===== src/rtl/core/spi_master_shifter_core_defines.svh =====
// Assertion helpers for the core RTL, used by spi_msc_engine.
`ifndef SPI_MASTER_SHIFTER_CORE_DEFINES_SVH
`define SPI_MASTER_SHIFTER_CORE_DEFINES_SVH

// Checked only outside reset.
`define SMC_ASSERT(name, clk, rst, prop, msg) \
   name: assert property (@(posedge clk) disable iff (rst) (prop)) else $error(msg);

// Checked on every edge, reset included.
`define SMC_ASSERT_ALWAYS(name, clk, prop, msg) \
   name: assert property (@(posedge clk) (prop)) else $error(msg);

`endif


===== src/rtl/core/spi_msc_pkg.sv =====
`timescale 1ns / 1ps

package spi_msc_pkg;

   localparam int BYTE_BITS_DEFAULT = 8;
   localparam int CSR_IDX_W         = 3;
   localparam int CSR_DATA_W        = 16;

   localparam logic [CSR_IDX_W-1:0] CSR_CLOCK_POLARITY     = 3'd0;
   localparam logic [CSR_IDX_W-1:0] CSR_CLOCK_PHASE        = 3'd1;
   localparam logic [CSR_IDX_W-1:0] CSR_LSB_FIRST          = 3'd2;
   localparam logic [CSR_IDX_W-1:0] CSR_SELECT_ACTIVE_HIGH = 3'd3;
   localparam logic [CSR_IDX_W-1:0] CSR_HALF_PERIOD        = 3'd4;

   localparam logic [1:0] CMD_WRITE = 2'd1;
   localparam logic [1:0] CMD_READ  = 2'd2;

   localparam logic [CSR_DATA_W-1:0] HALF_PERIOD_RESET = 16'd4;

   typedef struct packed {
      logic [1:0] cmd;
      logic [7:0] tx_byte;
      logic       end_frame;
      logic       miso;
   } req_type;

   typedef struct packed {
      logic       sck;
      logic       mosi;
      logic       select_line;
      logic       busy_res;
      logic [7:0] rx_byte;
      logic       rx_valid;
      logic       cmd_rejected;
   } rsp_type;

   typedef enum logic [1:0] {
      OP_TICK  = 2'd0,
      OP_WRITE = 2'd1,
      OP_READ  = 2'd2
   } op_type;

   typedef struct packed {
      op_type     op;
      logic [7:0] tx_byte;
      logic       end_frame;
      logic       miso;
   } item_type;

   typedef struct packed {
      logic                  en;
      logic [CSR_IDX_W-1:0]  index;
      logic [CSR_DATA_W-1:0] data;
   } cfg_wr_type;

endpackage


===== src/rtl/core/spi_master_shifter_core.sv =====
`timescale 1ns / 1ps

// SPI master, modes 0 to 3, advanced by one tick request per clock cycle. Each
// request yields exactly one response with the SCK, MOSI and select levels after
// that tick, plus busy, finished read byte and reject flags. Requests are taken
// at one per cycle sustained while the response queue is not full; a response
// becomes available once its request has passed the request queue and then the
// sequencer update into the response queue. Both queues hold two entries. CSR
// writes are registered and must be issued only while no request is in flight.
module spi_master_shifter_core import spi_msc_pkg::*; #(
   parameter int BYTE_BITS = BYTE_BITS_DEFAULT
) (
   input  logic                  clock,
   input  logic                  reset,
   input  logic                  push,
   output logic                  full,
   input  req_type               req_data,
   output logic                  empty,
   input  logic                  pop,
   output rsp_type               rsp_data,
   input  logic                  valid,
   output logic                  ready,
   input  logic [CSR_IDX_W-1:0]  csr_index,
   input  logic [CSR_DATA_W-1:0] csr_data
);

   item_type   item;
   logic       item_valid;
   logic       item_take;
   cfg_wr_type cfg_wr;

   assign ready        = 1'b1;
   assign cfg_wr.en    = valid;
   assign cfg_wr.index = csr_index;
   assign cfg_wr.data  = csr_data;

   spi_msc_front u_front (
      .clock      (clock),
      .reset      (reset),
      .push       (push),
      .full       (full),
      .req_data   (req_data),
      .item       (item),
      .item_valid (item_valid),
      .item_take  (item_take)
   );

   spi_msc_engine #(
      .BYTE_BITS (BYTE_BITS)
   ) u_engine (
      .clock      (clock),
      .reset      (reset),
      .item       (item),
      .item_valid (item_valid),
      .item_take  (item_take),
      .cfg_wr     (cfg_wr),
      .empty      (empty),
      .pop        (pop),
      .rsp_data   (rsp_data)
   );

endmodule


===== src/rtl/core/spi_msc_front.sv =====
`timescale 1ns / 1ps

module spi_msc_front import spi_msc_pkg::*; (
   input  logic     clock,
   input  logic     reset,
   input  logic     push,
   output logic     full,
   input  req_type  req_data,
   output item_type item,
   output logic     item_valid,
   input  logic     item_take
);

   item_type   slot_ff [2];
   logic       wr_ptr_ff, wr_ptr_in;
   logic       rd_ptr_ff, rd_ptr_in;
   logic [1:0] count_ff, count_in;
   logic       accept;
   logic       take;
   item_type   classified;

   always_comb begin
      classified.tx_byte   = req_data.tx_byte;
      classified.end_frame = req_data.end_frame;
      classified.miso      = req_data.miso;
      unique case (req_data.cmd)
         CMD_WRITE: classified.op = OP_WRITE;
         CMD_READ:  classified.op = OP_READ;
         default:   classified.op = OP_TICK;
      endcase
   end

   assign full       = (count_ff == 2'd2);
   assign accept     = push && !full;
   assign item_valid = (count_ff != 2'd0);
   assign take       = item_take && item_valid;
   assign item       = slot_ff[rd_ptr_ff];

   always_comb begin
      wr_ptr_in = accept ? ~wr_ptr_ff : wr_ptr_ff;
      rd_ptr_in = take ? ~rd_ptr_ff : rd_ptr_ff;
      count_in  = count_ff + 2'(accept) - 2'(take);
   end

   always_ff @(posedge clock) begin
      if (reset) begin
         wr_ptr_ff <= 1'b0;
         rd_ptr_ff <= 1'b0;
         count_ff  <= 2'd0;
      end else begin
         wr_ptr_ff <= wr_ptr_in;
         rd_ptr_ff <= rd_ptr_in;
         count_ff  <= count_in;
      end
   end

   always_ff @(posedge clock) begin
      if (accept) begin
         slot_ff[wr_ptr_ff] <= classified;
      end
   end

endmodule


===== src/rtl/core/spi_msc_engine.sv =====
`timescale 1ns / 1ps
`include "spi_master_shifter_core_defines.svh"

module spi_msc_engine import spi_msc_pkg::*; #(
   parameter int BYTE_BITS = BYTE_BITS_DEFAULT
) (
   input  logic       clock,
   input  logic       reset,
   input  item_type   item,
   input  logic       item_valid,
   output logic       item_take,
   input  cfg_wr_type cfg_wr,
   output logic       empty,
   input  logic       pop,
   output rsp_type    rsp_data
);

   localparam int BI_W = (BYTE_BITS > 1) ? $clog2(BYTE_BITS) : 1;
   localparam logic [BI_W-1:0] LAST_BIT = BI_W'(BYTE_BITS - 1);

   typedef enum logic [4:0] {
      PH_IDLE    = 5'b00001,
      PH_LEAD    = 5'b00010,
      PH_FIRST   = 5'b00100,
      PH_SECOND  = 5'b01000,
      PH_RELEASE = 5'b10000
   } phase_type;

   phase_type             phase_ff, phase_in;
   logic [15:0]           tick_ff, tick_in;
   logic [BI_W-1:0]       bit_ff, bit_in;
   logic [BYTE_BITS-1:0]  shift_ff, shift_in;
   logic                  sck_ff, sck_in;
   logic                  mosi_ff, mosi_in;
   logic                  sel_ff, sel_in;
   logic                  endp_ff, endp_in;
   logic                  rd_ff, rd_in;

   logic                  pol_ff, pol_in;
   logic                  cpha_ff, cpha_in;
   logic                  lsb_ff, lsb_in;
   logic                  sah_ff, sah_in;
   logic [15:0]           half_ff, half_in;

   logic                  fire;
   logic [15:0]           hp;
   logic [15:0]           tick_inc;
   logic [BYTE_BITS:0]    act;
   logic                  rx_valid;
   logic [BYTE_BITS-1:0]  rx_word;
   logic                  rej;
   logic [BYTE_BITS+7:0]  tx_wide;
   logic [BYTE_BITS+7:0]  rx_wide;
   rsp_type               rsp_new;

   rsp_type               out_ff [2];
   logic                  out_wr_ff, out_wr_in;
   logic                  out_rd_ff, out_rd_in;
   logic [1:0]            out_count_ff, out_count_in;
   logic                  out_take;

   // Returns {shift, mosi} after one bit slot: sample for a read, drive for a write.
   function automatic logic [BYTE_BITS:0] bit_act(
      input logic                 is_rd,
      input logic                 lsb,
      input logic [BI_W-1:0]      idx,
      input logic [BYTE_BITS-1:0] shreg,
      input logic                 mosi_cur,
      input logic                 miso
   );
      logic [BI_W-1:0]      pos;
      logic [BYTE_BITS-1:0] sh;
      logic                 mo;
      pos = lsb ? idx : (LAST_BIT - idx);
      sh  = shreg;
      mo  = mosi_cur;
      if (is_rd) begin
         sh = shreg | (BYTE_BITS'(miso) << pos);
      end else begin
         mo = lsb ? shreg[0] : shreg[BYTE_BITS-1];
      end
      return {sh, mo};
   endfunction

   assign fire      = item_valid && (out_count_ff != 2'd2);
   assign item_take = fire;
   assign hp        = (half_ff == 16'd0) ? 16'd1 : half_ff;
   assign tick_inc  = tick_ff + 16'd1;
   assign tx_wide   = {{BYTE_BITS{1'b0}}, item.tx_byte};

   always_comb begin
      phase_in = phase_ff;
      tick_in  = tick_ff;
      bit_in   = bit_ff;
      shift_in = shift_ff;
      sck_in   = sck_ff;
      mosi_in  = mosi_ff;
      sel_in   = sel_ff;
      endp_in  = endp_ff;
      rd_in    = rd_ff;
      pol_in   = pol_ff;
      cpha_in  = cpha_ff;
      lsb_in   = lsb_ff;
      sah_in   = sah_ff;
      half_in  = half_ff;
      rx_valid = 1'b0;
      rx_word  = '0;
      rej      = 1'b0;
      act      = '0;

      if (cfg_wr.en) begin
         unique case (cfg_wr.index)
            CSR_CLOCK_POLARITY: begin
               pol_in = cfg_wr.data[0];
               if (phase_ff == PH_IDLE) begin
                  sck_in = cfg_wr.data[0];
               end
            end
            CSR_CLOCK_PHASE:        cpha_in = cfg_wr.data[0];
            CSR_LSB_FIRST:          lsb_in  = cfg_wr.data[0];
            CSR_SELECT_ACTIVE_HIGH: sah_in  = cfg_wr.data[0];
            CSR_HALF_PERIOD:        half_in = cfg_wr.data;
            default: ;
         endcase
      end

      if (fire) begin
         if (phase_ff == PH_IDLE) begin
            if (item.op == OP_WRITE || item.op == OP_READ) begin
               rd_in    = (item.op == OP_READ);
               shift_in = rd_in ? '0 : tx_wide[BYTE_BITS-1:0];
               endp_in  = item.end_frame;
               bit_in   = '0;
               tick_in  = 16'd0;
               sel_in   = 1'b1;
               phase_in = PH_LEAD;
            end
         end else begin
            rej     = (item.op == OP_WRITE || item.op == OP_READ);
            tick_in = tick_inc;
            if (tick_inc >= hp || tick_inc == 16'd0) begin
               tick_in = 16'd0;
               unique case (phase_ff)
                  PH_LEAD: begin
                     phase_in = PH_FIRST;
                     bit_in   = '0;
                     if (!cpha_ff) begin
                        act      = bit_act(rd_ff, lsb_ff, '0, shift_ff, mosi_ff, item.miso);
                        shift_in = act[BYTE_BITS:1];
                        mosi_in  = act[0];
                     end
                  end
                  PH_FIRST: begin
                     sck_in = ~sck_ff;
                     if (cpha_ff) begin
                        act      = bit_act(rd_ff, lsb_ff, bit_ff, shift_ff, mosi_ff, item.miso);
                        shift_in = act[BYTE_BITS:1];
                        mosi_in  = act[0];
                     end
                     phase_in = PH_SECOND;
                  end
                  PH_SECOND: begin
                     sck_in = ~sck_ff;
                     if (!rd_ff) begin
                        shift_in = lsb_ff ? (shift_ff >> 1) : (shift_ff << 1);
                     end
                     if (bit_ff == LAST_BIT) begin
                        sck_in = pol_ff;
                        if (rd_ff) begin
                           rx_valid = 1'b1;
                           rx_word  = shift_in;
                        end
                        if (endp_ff) begin
                           if (!rd_ff) begin
                              mosi_in = 1'b0;
                           end
                           phase_in = PH_RELEASE;
                        end else begin
                           phase_in = PH_IDLE;
                        end
                     end else begin
                        bit_in   = bit_ff + 1'b1;
                        phase_in = PH_FIRST;
                        if (!cpha_ff) begin
                           act      = bit_act(rd_ff, lsb_ff, bit_in, shift_in, mosi_ff,
                                              item.miso);
                           shift_in = act[BYTE_BITS:1];
                           mosi_in  = act[0];
                        end
                     end
                  end
                  PH_RELEASE: begin
                     sel_in   = 1'b0;
                     endp_in  = 1'b0;
                     phase_in = PH_IDLE;
                  end
                  default: phase_in = PH_IDLE;
               endcase
            end
         end
      end
   end

   assign rx_wide = {8'd0, rx_word};

   always_comb begin
      rsp_new.sck          = sck_in;
      rsp_new.mosi         = mosi_in;
      rsp_new.select_line  = sah_in ? sel_in : ~sel_in;
      rsp_new.busy_res     = (phase_in != PH_IDLE);
      rsp_new.rx_byte      = rx_wide[7:0];
      rsp_new.rx_valid     = rx_valid;
      rsp_new.cmd_rejected = rej;
   end

   assign empty    = (out_count_ff == 2'd0);
   assign out_take = pop && !empty;
   assign rsp_data = out_ff[out_rd_ff];

   always_comb begin
      out_wr_in    = fire ? ~out_wr_ff : out_wr_ff;
      out_rd_in    = out_take ? ~out_rd_ff : out_rd_ff;
      out_count_in = out_count_ff + 2'(fire) - 2'(out_take);
   end

   always_ff @(posedge clock) begin
      if (reset) begin
         phase_ff     <= PH_IDLE;
         tick_ff      <= 16'd0;
         bit_ff       <= '0;
         shift_ff     <= '0;
         sck_ff       <= 1'b0;
         mosi_ff      <= 1'b0;
         sel_ff       <= 1'b0;
         endp_ff      <= 1'b0;
         rd_ff        <= 1'b0;
         pol_ff       <= 1'b0;
         cpha_ff      <= 1'b0;
         lsb_ff       <= 1'b0;
         sah_ff       <= 1'b0;
         half_ff      <= HALF_PERIOD_RESET;
         out_wr_ff    <= 1'b0;
         out_rd_ff    <= 1'b0;
         out_count_ff <= 2'd0;
      end else begin
         phase_ff     <= phase_in;
         tick_ff      <= tick_in;
         bit_ff       <= bit_in;
         shift_ff     <= shift_in;
         sck_ff       <= sck_in;
         mosi_ff      <= mosi_in;
         sel_ff       <= sel_in;
         endp_ff      <= endp_in;
         rd_ff        <= rd_in;
         pol_ff       <= pol_in;
         cpha_ff      <= cpha_in;
         lsb_ff       <= lsb_in;
         sah_ff       <= sah_in;
         half_ff      <= half_in;
         out_wr_ff    <= out_wr_in;
         out_rd_ff    <= out_rd_in;
         out_count_ff <= out_count_in;
      end
   end

   always_ff @(posedge clock) begin
      if (fire) begin
         out_ff[out_wr_ff] <= rsp_new;
      end
   end

   `SMC_ASSERT(a_rej_only_busy, clock, reset, rej |-> (phase_ff != PH_IDLE), "reject while idle")
   `SMC_ASSERT(a_out_bound, clock, reset, out_count_ff != 2'd3, "result queue overflow")
   `SMC_ASSERT_ALWAYS(a_reset_idle, clock, $past(reset) |-> (phase_ff == PH_IDLE && !sel_ff), "not idle after reset")

endmodule

===== config.mk =====
export PLATFORM = sky130hd
export DESIGN_NAME = spi_master_shifter_core
export DESIGN_NICKNAME = d
export VERILOG_FILES = /design/src/rtl/core/spi_msc_pkg.sv /design/src/rtl/core/spi_master_shifter_core.sv /design/src/rtl/core/spi_msc_front.sv /design/src/rtl/core/spi_msc_engine.sv
export VERILOG_INCLUDE_DIRS = /design/src /design/src/rtl/core
export SDC_FILE = /design/constraint.sdc
export NUM_CORES = 1
export LEC_CHECK = 0
export BUFFER_PORTS_ARGS = -buffer_cell sky130_fd_sc_hd__buf_2
export CAP_MARGIN = 25
export CORE_MARGIN = 2
export CORE_UTILIZATION = 56
export CTS_BUF_LIST = sky130_fd_sc_hd__clkbuf_4
export DETAILED_ROUTE_END_ITERATION = 7
export GPL_TIMING_DRIVEN = 0
export PLACE_DENSITY = 0.75
export SLEW_MARGIN = 25
export SYNTH_ARGS = -nofsm -noshare
export SYNTH_HDL_FRONTEND = slang
export SYNTH_SLANG_ARGS = --single-unit

===== constraint.sdc =====
create_clock -name clock -period 3.8 [get_ports clock]
set_input_delay 0.57 -clock clock [delete_from_list [all_inputs] [get_ports clock]]
set_output_delay 0.57 -clock clock [all_outputs]
set_load 0.005 [all_outputs]

==> impl_metrics.csv <==
group,metric,value,unit
sta,hold_viol,0,
clocking,cts_tree,"yes",
grt,antenna_found_initial,0,
clocking,holdBufCountCts,0,
power_and_ir_drop,power.leakage,2.68,nW
final_layout,syn2layout_area_growth,12.5,%
routing,routed-wl-met3,1.34,mm
logic_synthesis,synth_nets,759,
routing,vias_per_cell,6.12,
die,start_util,57.1,%
routing,drc,0,
logic_synthesis,seq_area_frac_synth,44.9,%
routing,drt-met1-wl,7.33,mm
die,row_count,39,
critical_path,crit_type,"register to register",
clocking,cts.htree.levels,4,
sta,slew-limit-headroom,51.8,%
logic_synthesis,ys_warn_count,0,
logic_synthesis,synthCells,699,
placed_design,io_buffers,50,
placed_design,gp_congestion,0.913,
clocking,clockRootBuffer,"clkbuf_4",
grt,overflow,0,
final_layout,final_cells,928,
logic_synthesis,synth_cell_types,72,
critical_path,worstPathArrival,3.94,ns
die,die-area,12400,um^2
sta,post-route-period-util,96.0,%
routing,ant_nets,0,
die,die_w,111,um
routing,routed.top_layer,"met4",
logic_synthesis,synth_top_cell_by_area,"edfxtp_1",
logic_synthesis,synth_area,6460,um^2
critical_path,critPathCaptureType,"register",
logic_synthesis,synth_area_leaders,"edfxtp_1, dfxtp_1, nand2_1",
sta,max_freq,274,MHz
sta,finClkSkew,0.0256,ns
logic_synthesis,yosys-top-cells-count,"nand2_1, dfxtp_1, nor2_1, edfxtp_1, a21oi_1",
logic_synthesis,synth.avg_cell_area,9.24,um^2
logic_synthesis,netlist.area_leader.share,24.2,%
grt,grtUsageTotal,26.3,%
die,core_area,11300,um^2
sta,rsz0062_at_grt,"no",
routing,routed_wl,16.2,mm
grt,grt_pass1_wl,26.2,mm
logic_synthesis,synthFlopType,"dfxtp_1",
clocking,cts_num_sinks,119,
grt,grt_max_degree,17,
logic_synthesis,synth_edf_count,52,
flow_run,maxCapViolations,0,
sta,report.final.slew_viol_count,0,
routing,wl_met2,7.24,mm
power_and_ir_drop,power_density,548,nW/um^2
final_layout,drive_gt1_share,17.6,%
die,num_io_pins,53,
critical_path,startpoint_type,"register",
placed_design,dpl.hpwl,11.9,mm
routing,drt_iter0_drc,472,
outcome,status,"finished, final reports clean",
logic_synthesis,ys_seq_elements,119,
logic_synthesis,yosysMostFrequentCell,"nand2_1",
sta,setup_viol,0,
routing,wl_per_cell,17.5,um
routing,dr.pass1.iters,5,
grt,grt_pass1_vias,5314,
critical_path,required,4.09,ns
final_layout,post-route-util,64.2,%
final_layout,nets,832,
sta,worst_pin_slew,0.720,ns
clocking,clk_pin_slew,0.12,ns
clocking,cts_buffers,17,
routing,vias,5675,
clocking,clock_path_buffers,2,
clocking,insertion_delay,0.55,ns
die,die_y,111,um
critical_path,cp_max_fo,10,
final_layout,antenna_cells,0,
power_and_ir_drop,p_total,3.99,mW
logic_synthesis,async_flop_share,0,%
placed_design,placedCellCount,892,
sta,min_period,3.65,ns
power_and_ir_drop,irDropWorstVdd,0.359,mV
hold_path,hold_class,"input port to register",
## kinds of logic after synthesis
logic type	share of synthesized area [%]
muxes	6.51
and+or+nand+nor	19.5
other	0.0580
DFF	44.9
AOI/OAI and AO/OA	15.9
xor gates and xnor gates	3.39
buffers and inverters	5.05
adders and majority gates	4.65
## repair_timing
action / 4_1_cts / 5_1_grt
gates resized for setup: 8 / 10
buffers inserted: 0 / 4
pin swaps: 0 / 3
endpoints found under the setup margin: 54 / 54
## critical path, stage by stage (launching register included)
cell and delay (ns):
dfxtp_1 0.32, buf_2 0.18, nand4_1 0.21, nor2_4 0.20, and4_1 0.25, xor2_2 0.25
ha_1 0.29, a21oi_1 0.15, o21a_1 0.18, o211ai_1 0.11, a211oi_2 0.38, o31a_1 0.22
buf_6 0.14, clkbuf_4 0.21, o31ai_1 0.11, o21bai_1 0.21
## path summary, 6_finish.rpt
check,startpoint,to,slack (ns),cells past startpoint
max reg2reg,u_engine.tick_ff[4],u_engine.out_ff[1][10],0.15,15
min reg2reg,u_engine.half_ff[7],u_engine.half_ff[7],0.49,2
min,req_data[4],u_front.slot_ff[0][4],0.21,1
max,u_engine.tick_ff[4],u_engine.out_ff[1][10],0.15,15
## stage by stage
| stage | instance area [um^2] | setup slack [ns] | setup TNS, ns | hold slack, ns |
|---|---|---|---|---|
| after floorplan | 6460 | 0.552 | 0 | 0.436 |
| after global placement | 6890 | -0.330 | -6.33 | 0.451 |
| after detailed placement | 6890 | -0.379 | -9.98 | 0.470 |
| after CTS | 7200 | 0.0271 | 0 | 0.184 |
| after global routing | 7270 | 0.00575 | 0 | 0.190 |
| final | 7270 | 0.152 | 0 | 0.215 |
## final cells by class
type	instances	area, um^2
Fill cell	979	4050
Multi-Input combinational cell	500	3290
Sequential cell	119	2910
Timing Repair Buffer	54	280
Buffer	44	196
Tap cell	143	179
Clock inverter	15	153
Inverter	36	135
Clock buffer	17	128
## power by group
part	total (mW)	switching [mW]	internal [mW]
clock	0.910	0.520	0.390
combinational	1.33	0.818	0.511
sequential	1.75	0.131	1.62
## routing by layer
metal / track usage, % / vias up
met4: 9.22 / 0
met1: 37.5 / 2649
met3: 5.44 / 29
met2: 40.4 / 284
li1: - / 2713
met5: 0 / -
## cell usage in the layout, fill, tap and decap left out, drive strengths merged, types with 24 or more instances in the layout
cell type	n
ha	24
mux2i	24
nor2	55
nand2	82
clkbuf	48
o21ai	43
inv	38
edfxtp	52
dfxtp	67
a21oi	47
buf	67
## state kept, by name, summed over array words and instances, names as in the netlist, named ones only
| name | flops |
|---|---|
| u_engine.sck_ff | 1 |
| u_engine.cpha_ff | 1 |
| u_engine.sah_ff | 1 |
| u_engine.sel_ff | 1 |
| u_front.wr_ptr_ff | 1 |
| u_engine.bit_ff | 3 |
| u_engine.out_rd_ff | 1 |
| u_engine.phase_ff | 5 |
| u_front.slot_ff | 24 |
| u_engine.endp_ff | 1 |
| u_engine.out_ff | 28 |
| u_engine.mosi_ff | 1 |
| u_engine.rd_ff | 1 |
| u_engine.shift_ff | 8 |
| u_engine.out_wr_ff | 1 |
| u_engine.lsb_ff | 1 |
| u_engine.pol_ff | 1 |
| u_engine.out_count_ff | 2 |
| u_engine.tick_ff | 16 |
| u_front.rd_ptr_ff | 1 |
| u_engine.half_ff | 16 |
| u_front.count_ff | 2 |
Power figures use the tool's default switching activity.
